--- config.mk ---
export PLATFORM = sky130hd
export DESIGN_NAME = kcch_ctrl
export DESIGN_NICKNAME = d
export VERILOG_FILES = /design/src/sv/kmer_count_canonical_histogram_defines.svh /design/src/sv/kcch_pkg.sv /design/src/sv/kcch_ctrl.sv
export SDC_FILE = /design/constraint.sdc
export NUM_CORES = 1
export LEC_CHECK = 0
export ABC_AREA = 1
export BUFFER_PORTS_ARGS = -buffer_cell sky130_fd_sc_hd__buf_4
export CAP_MARGIN = 20
export CORE_MARGIN = 2
export CORE_UTILIZATION = 40
export DETAILED_ROUTE_END_ITERATION = 8
export PLACE_DENSITY = 0.71
export SYNTH_ARGS = -nofsm -noshare
export SYNTH_HDL_FRONTEND = slang
export SYNTH_SLANG_ARGS = --single-unit
--- constraint.sdc ---
create_clock -name clk -period 1.9 [get_ports clk]
set_input_delay 0.095 -clock clk [delete_from_list [all_inputs] [get_ports clk]]
set_output_delay 0.095 -clock clk [all_outputs]
set_load 0.01 [all_outputs]
--- src/sv/kmer_count_canonical_histogram_defines.svh ---
// ----------------------------------------------------------------------------
// K-mer counter assertion macros
// Concurrent assertion forms for the k-mer counter datapath.
// ----------------------------------------------------------------------------
`ifndef KMER_COUNT_CANONICAL_HISTOGRAM_DEFINES_SVH
`define KMER_COUNT_CANONICAL_HISTOGRAM_DEFINES_SVH

// Implication checked at every clock edge outside reset.
`define KCCH_ASSERT_IMPL(lbl, ante, cons, msg) \
    lbl: assert property (@(posedge clk) disable iff (!rst_n) (ante) |-> (cons)) \
        else $error(msg);

// Implication whose consequent is checked in the cycle after the antecedent.
`define KCCH_ASSERT_NEXT(lbl, ante, cons, msg) \
    lbl: assert property (@(posedge clk) disable iff (!rst_n) (ante) |=> (cons)) \
        else $error(msg);

`endif

--- src/sv/kcch_pkg.sv ---
// ----------------------------------------------------------------------------
// K-mer counter package
// Types, constants and helper functions shared by the k-mer counter modules.
// ----------------------------------------------------------------------------
package kcch_pkg;

    localparam int MAX_KMER  = 8;
    localparam int KMER_W    = 2 * MAX_KMER;
    localparam int K_W       = 4;
    localparam int CNT_W     = 8;
    localparam int HIST_BINS = 256;
    localparam int HIST_AW   = $clog2(HIST_BINS);
    localparam int HIST_W    = 17;
    localparam int TOTAL_W   = 48;
    localparam int IN_DATA_W  = 16;
    localparam int OUT_DATA_W = 104;

    localparam logic [CNT_W-1:0] COUNT_MAX = 8'd255;

    typedef enum logic [1:0] {
        OP_BASE     = 2'd0,
        OP_COMBINE  = 2'd1,
        OP_READ_BIN = 2'd2,
        OP_NONE     = 2'd3
    } op_t;

    typedef enum logic [4:0] {
        S_CLEAR,
        S_IDLE,
        S_BASE_RD,
        S_BASE_WR,
        S_CMB_START,
        S_CMB_RD_I,
        S_CMB_CHK,
        S_CMB_RD_RC,
        S_CMB_MATE,
        S_CMB_ZERO,
        S_HIST_RD,
        S_HIST_WR,
        S_CMB_NEXT,
        S_BIN_RD,
        S_BIN_CAP,
        S_OUT
    } state_t;

    typedef struct packed {
        logic load_in;
        logic clr_wr;
        logic idx_inc;
        logic base_rd;
        logic base_wr;
        logic cmb_start;
        logic rd_idx;
        logic chk;
        logic rd_rc;
        logic mate;
        logic zero_rc;
        logic hist_rd;
        logic hist_wr;
        logic bin_rd;
        logic bin_cap;
        logic load_out;
    } cmd_t;

    typedef struct packed {
        logic clear_last;
        logic idx_last;
        logic counted;
        logic cnt_zero;
        logic merge;
        logic skip;
        logic out_free;
    } status_t;

    function automatic logic [K_W-1:0] eff_size(input logic [K_W-1:0] k);
        logic [K_W-1:0] r;
        r = k;
        if (k == '0)
        begin
            r = K_W'(1);
        end
        else if (k > K_W'(MAX_KMER))
        begin
            r = K_W'(MAX_KMER);
        end
        return r;
    endfunction

    function automatic logic [KMER_W-1:0] size_mask(input logic [K_W-1:0] k);
        logic [KMER_W-1:0] m;
        m = '0;
        for (int j = 0; j < MAX_KMER; j++)
        begin
            if (K_W'(j) < k)
            begin
                m[2*j +: 2] = 2'b11;
            end
        end
        return m;
    endfunction

    function automatic logic [KMER_W-1:0] rev_comp(input logic [KMER_W-1:0] v,
                                                   input logic [K_W-1:0] k);
        logic [KMER_W-1:0] r;
        r = '0;
        for (int j = 0; j < MAX_KMER; j++)
        begin
            if (K_W'(j) < k)
            begin
                r = {r[KMER_W-3:0], ~v[2*j +: 2]};
            end
        end
        return r;
    endfunction

endpackage

--- src/sv/kcch_ctrl.sv ---
// ----------------------------------------------------------------------------
// K-mer counter controller
// Sequences base updates, the combine pass, bin reads and the table clear.
// ----------------------------------------------------------------------------
module kcch_ctrl
    import kcch_pkg::*;
(
    input  logic    clk,
    input  logic    rst_n,
    input  logic    s_tvalid,
    input  op_t     in_op,
    output logic    s_tready,
    input  status_t st,
    output cmd_t    cmd
);

    state_t state_reg;
    state_t state_next;

    always_ff @(posedge clk or negedge rst_n)
    begin
        if (!rst_n)
        begin
            state_reg <= S_CLEAR;
        end
        else
        begin
            state_reg <= state_next;
        end
    end

    always_comb
    begin
        state_next = state_reg;
        unique case (state_reg)
            S_CLEAR:
            begin
                if (st.clear_last)
                begin
                    state_next = S_IDLE;
                end
            end
            S_IDLE:
            begin
                if (s_tvalid)
                begin
                    unique case (in_op)
                        OP_BASE:     state_next = S_BASE_RD;
                        OP_COMBINE:  state_next = S_CMB_START;
                        OP_READ_BIN: state_next = S_BIN_RD;
                        default:     state_next = S_OUT;
                    endcase
                end
            end
            S_BASE_RD:   state_next = st.counted ? S_BASE_WR : S_OUT;
            S_BASE_WR:   state_next = S_OUT;
            S_CMB_START: state_next = S_CMB_RD_I;
            S_CMB_RD_I:  state_next = S_CMB_CHK;
            S_CMB_CHK:   state_next = st.cnt_zero ? S_CMB_NEXT : S_CMB_RD_RC;
            S_CMB_RD_RC: state_next = S_CMB_MATE;
            S_CMB_MATE:
            begin
                if (st.merge)
                begin
                    state_next = S_CMB_ZERO;
                end
                else if (st.skip)
                begin
                    state_next = S_CMB_NEXT;
                end
                else
                begin
                    state_next = S_HIST_RD;
                end
            end
            S_CMB_ZERO:  state_next = S_HIST_RD;
            S_HIST_RD:   state_next = S_HIST_WR;
            S_HIST_WR:   state_next = S_CMB_NEXT;
            S_CMB_NEXT:  state_next = st.idx_last ? S_OUT : S_CMB_RD_I;
            S_BIN_RD:    state_next = S_BIN_CAP;
            S_BIN_CAP:   state_next = S_OUT;
            S_OUT:
            begin
                if (st.out_free)
                begin
                    state_next = S_IDLE;
                end
            end
            default:     state_next = S_IDLE;
        endcase
    end

    always_comb
    begin
        cmd = '0;
        s_tready = 1'b0;
        unique case (state_reg)
            S_CLEAR:
            begin
                cmd.clr_wr  = 1'b1;
                cmd.idx_inc = 1'b1;
            end
            S_IDLE:
            begin
                s_tready    = 1'b1;
                cmd.load_in = s_tvalid;
            end
            S_BASE_RD:   cmd.base_rd   = 1'b1;
            S_BASE_WR:   cmd.base_wr   = 1'b1;
            S_CMB_START: cmd.cmb_start = 1'b1;
            S_CMB_RD_I:  cmd.rd_idx    = 1'b1;
            S_CMB_CHK:   cmd.chk       = 1'b1;
            S_CMB_RD_RC: cmd.rd_rc     = 1'b1;
            S_CMB_MATE:  cmd.mate      = 1'b1;
            S_CMB_ZERO:  cmd.zero_rc   = 1'b1;
            S_HIST_RD:   cmd.hist_rd   = 1'b1;
            S_HIST_WR:   cmd.hist_wr   = 1'b1;
            S_CMB_NEXT:  cmd.idx_inc   = !st.idx_last;
            S_BIN_RD:    cmd.bin_rd    = 1'b1;
            S_BIN_CAP:   cmd.bin_cap   = 1'b1;
            S_OUT:       cmd.load_out  = st.out_free;
            default:     cmd = '0;
        endcase
    end

endmodule

==> results.json <==
{
  "outcome": "finished clean",
  "postRouteAntennaNets": 0,
  "ports": 29,
  "global_route.overflow_total": 0,
  "yosysSeqAreaShare_pct": 16.88,
  "grt_use_met2_pct": 34.15,
  "fin_crit_sh_pct": 78.89,
  "largest_register_ffs": 4,
  "slowest_delay_ns": 0.40,
  "crit_path_start": "state_reg[1]",
  "met1_usage_pct": 26.74,
  "synth_fp_nets": 128,
  "grt_util_met3_pct": 7.759,
  "wl_per_cell_um": 10.70,
  "path_depth": 4,
  "post-synth-top-area-cell": "nand2_1",
  "final.setup.worst_slack_ns": 0.4011,
  "cts_buffers": 3,
  "power_per_cell_area_mw_per_mm2": 1422,
  "post-route-util_pct": 63.30,
  "synth-seq-cells": 4,
  "place.gp.congestion": 0.9384,
  "drt_first_pass_iters": 4,
  "clk_root_buffer_cell": "clkbuf_4",
  "place_area_um2": 822.0,
  "leakage_power_of_the_design_nw": 0.6034,
  "clock-sinks": 4,
  "final_layout_size_suffix_gt1_share_pct": 28.97,
  "worst_setup_path_end_kind": "primary output",
  "wirelength_um": 1712,
  "clk-insertion-delay-late_ns": 0.23,
  "areaGrowthSynthToFinish_pct": 44.09,
  "timing.setup.critical_path_class": "register to primary output",
  "floorplan.rows": 13,
  "postSynthCellCount": 113,
  "via_count_normalized_by_instance_count": 4.775,
  "report.final.hold_viol_count": 0,
  "achievable-frequency_ghz": 0.6672,
  "ys_warn_count": 0,
  "timing.critical_path.from_type": "register",
  "die_height_um": 42.51,
  "vdd_ir_drop_max_v": 0.0008617,
  "clock_tree.buffer_depth": 2,
  "cp.arrival_ns": 1.40,
  "avgSynthCellArea_um2": 5.248,
  "detailroute.via_count": 764,
  "grt_pass1_wl_um": 2884,
  "slew_viol_final": 0,
  "core_mm2": 0.001350,
  "cp_num_buf_inv": 1,
  "mappedNetlistArea_um2": 593.1,
  "worst_r2r_path_depth": 6,
  "r2r-start": "state_reg[2]",
  "h_tree_level_count": 1,
  "cts.reportedPaths.clkPinSlew_ns": 0.03,
  "drv_cap": 0,
  "skew_ns": 0.003357,
  "min_from": "st[0]",
  "grt_setup_unrepaired": "false",
  "worst_pin_slew_ns": 0.3603,
  "dieArea_mm2": 0.001807,
  "report.final.setup_viol": 0,
  "place.detailed.hpwl_um": 1408,
  "cts_tree": "yes",
  "worst-path-max-fanout": 4,
  "numPortBuffers": 28,
  "post_cts.resized_instances": 0,
  "initialDrtViolationCount": 16,
  "crit_slowest_cell": "dfrtp_1",
  "slew_headroom_pct": 75.85,
  "maximum_number_of_pins_on_one_net_before_global_route_repair": 8,
  "antenna_cells_inserted": 0,
  "finalSetupTns_ns": 0,
  "grt_usage_pct": 21.21,
  "netlist_top_cells_area": "nand2_1, dfrtp_1, inv_1, nor2_1, ha_1",
  "finalInstanceArea_um2": 854.6,
  "hold-path-cell-count": 4,
  "route.detailed.drc": 0,
  "preCtsSetupSlack_ns": 0.5049,
  "netlist.area_leader.share_pct": 20.89,
  "vias_in_the_first_global_route": 688,
  "cp_data_required_time_ns": 1.80,
  "grt_antenna_before_repair": 0,
  "die-width_um": 42.51,
  "layout_min_cycle_time_ns": 1.499,
  "min-delay-path-class": "input port to register",
  "initial_utilization_pct": 43.93,
  "yosysUniqueCellTypes": 17,
  "worstPathCellList": "nor2_1, nand2_1, o21ai_0, buf_4",
  "critical_path.top_delay_family": "simple AND/OR/NAND/NOR gates",
  "num-nets-final": 162,
  "global_route.peak_usage_layer": "met2"
}
-- Yosys cell counts --
library cell and n:
nand4_1 1, inv_1 22, nand3b_1 3, ha_1 3, nor3_1 1, nand2_2 2
inv_2 4, nand3_1 7, dfrtp_1 4, nor3_2 1, nor2_2 4, o21ai_0 3
xor2_1 1, or2_0 1, nor2_1 22, nand2_1 33, o21ai_1 1
-- timing repair --
action / CTS / global route
hold buffers: 1 / 0
hold endpoints to repair: 4 / 0
setup buffers: 0 / 0
endpoints found under the setup margin: 0 / 0
-- worst min-delay path, stage by stage --
cell and delay, ns:
buf_4 0.08, nor2_1 0.05, inv_1 0.10, nand2_1 0.06
-- cell usage in the layout (no fill, tap or decap), types with 2 or more instances in the layout --
| cell | n |
|---|---|
| clkbuf_4 | 3 |
| nor2_2 | 4 |
| dfrtp_1 | 4 |
| nor2_1 | 22 |
| ha_1 | 3 |
| nand3_1 | 7 |
| inv_2 | 4 |
| nand2_2 | 2 |
| inv_1 | 22 |
| nand3b_1 | 3 |
| nand2_1 | 33 |
| o21ai_0 | 3 |
| buf_4 | 28 |
-- path summary, 6_finish.rpt --
| kind | slack [ns] | end |
|---|---|---|
| worst max-delay path | 0.40 | cmd[13] |
| worst min-delay path | 0.20 | state_reg[1] |
| worst max register to register | 0.48 | state_reg[3] |
| worst min register to register | 0.62 | state_reg[0] |
| max in group asynchronous | 1.58 | state_reg[1] |
| min in group asynchronous | 0.22 | state_reg[2] |
-- cells by family (layout without fill, tap and decap cells) --
| family | count (synthesis) | after routing | share of synthesized area (%) |
|---|---|---|---|
| AO/OA/AOI/OAI | 4 | 4 | 3.374 |
| XOR/XNOR | 1 | 1 | 1.477 |
| adder cells (fa/ha/maj) | 3 | 3 | 6.330 |
| AND/OR/NAND/NOR | 75 | 75 | 55.48 |
| flip-flops | 4 | 4 | 16.88 |
| buffers and inverters | 26 | 58 | 16.46 |
-- per-layer routing --
layer	routed length [um]	vias up
li1	-	401
met1	779	326
met2	770	37
met3	162	0
met4	0	0
met5	0	-
-- metrics by stage --
| stage | hold slack, ns | std cells | total power, mW |
|---|---|---|---|
| after floorplan | -0.2006 | 113 | 0.7948 |
| after global placement | -0.1085 | 156 | 1.099 |
| after detailed placement | -0.1075 | 156 | 1.098 |
| after CTS | 0.1882 | 160 | 1.215 |
| after global routing | 0.1972 | 160 | 1.345 |
| final | 0.2003 | 160 | 1.215 |
-- power by group --
| part | switching [mW] | leakage, nW | total, mW | internal [mW] |
|---|---|---|---|---|
| registers | 0.0621 | 0.0480 | 0.199 | 0.137 |
| clock network | 0.0325 | 0.0138 | 0.103 | 0.0705 |
| logic | 0.564 | 0.542 | 0.914 | 0.350 |
-- layout make-up --
type | count | area [um2]
inverter | 26 | 97.59
fill | 150 | 495.5
sequential | 4 | 100.1
tap | 15 | 18.77
multi-input combinational | 83 | 395.4
clock buffer | 3 | 22.52
timing repair buffer | 29 | 220.2
No activity file was read; power rests on OpenSTA's default activity.
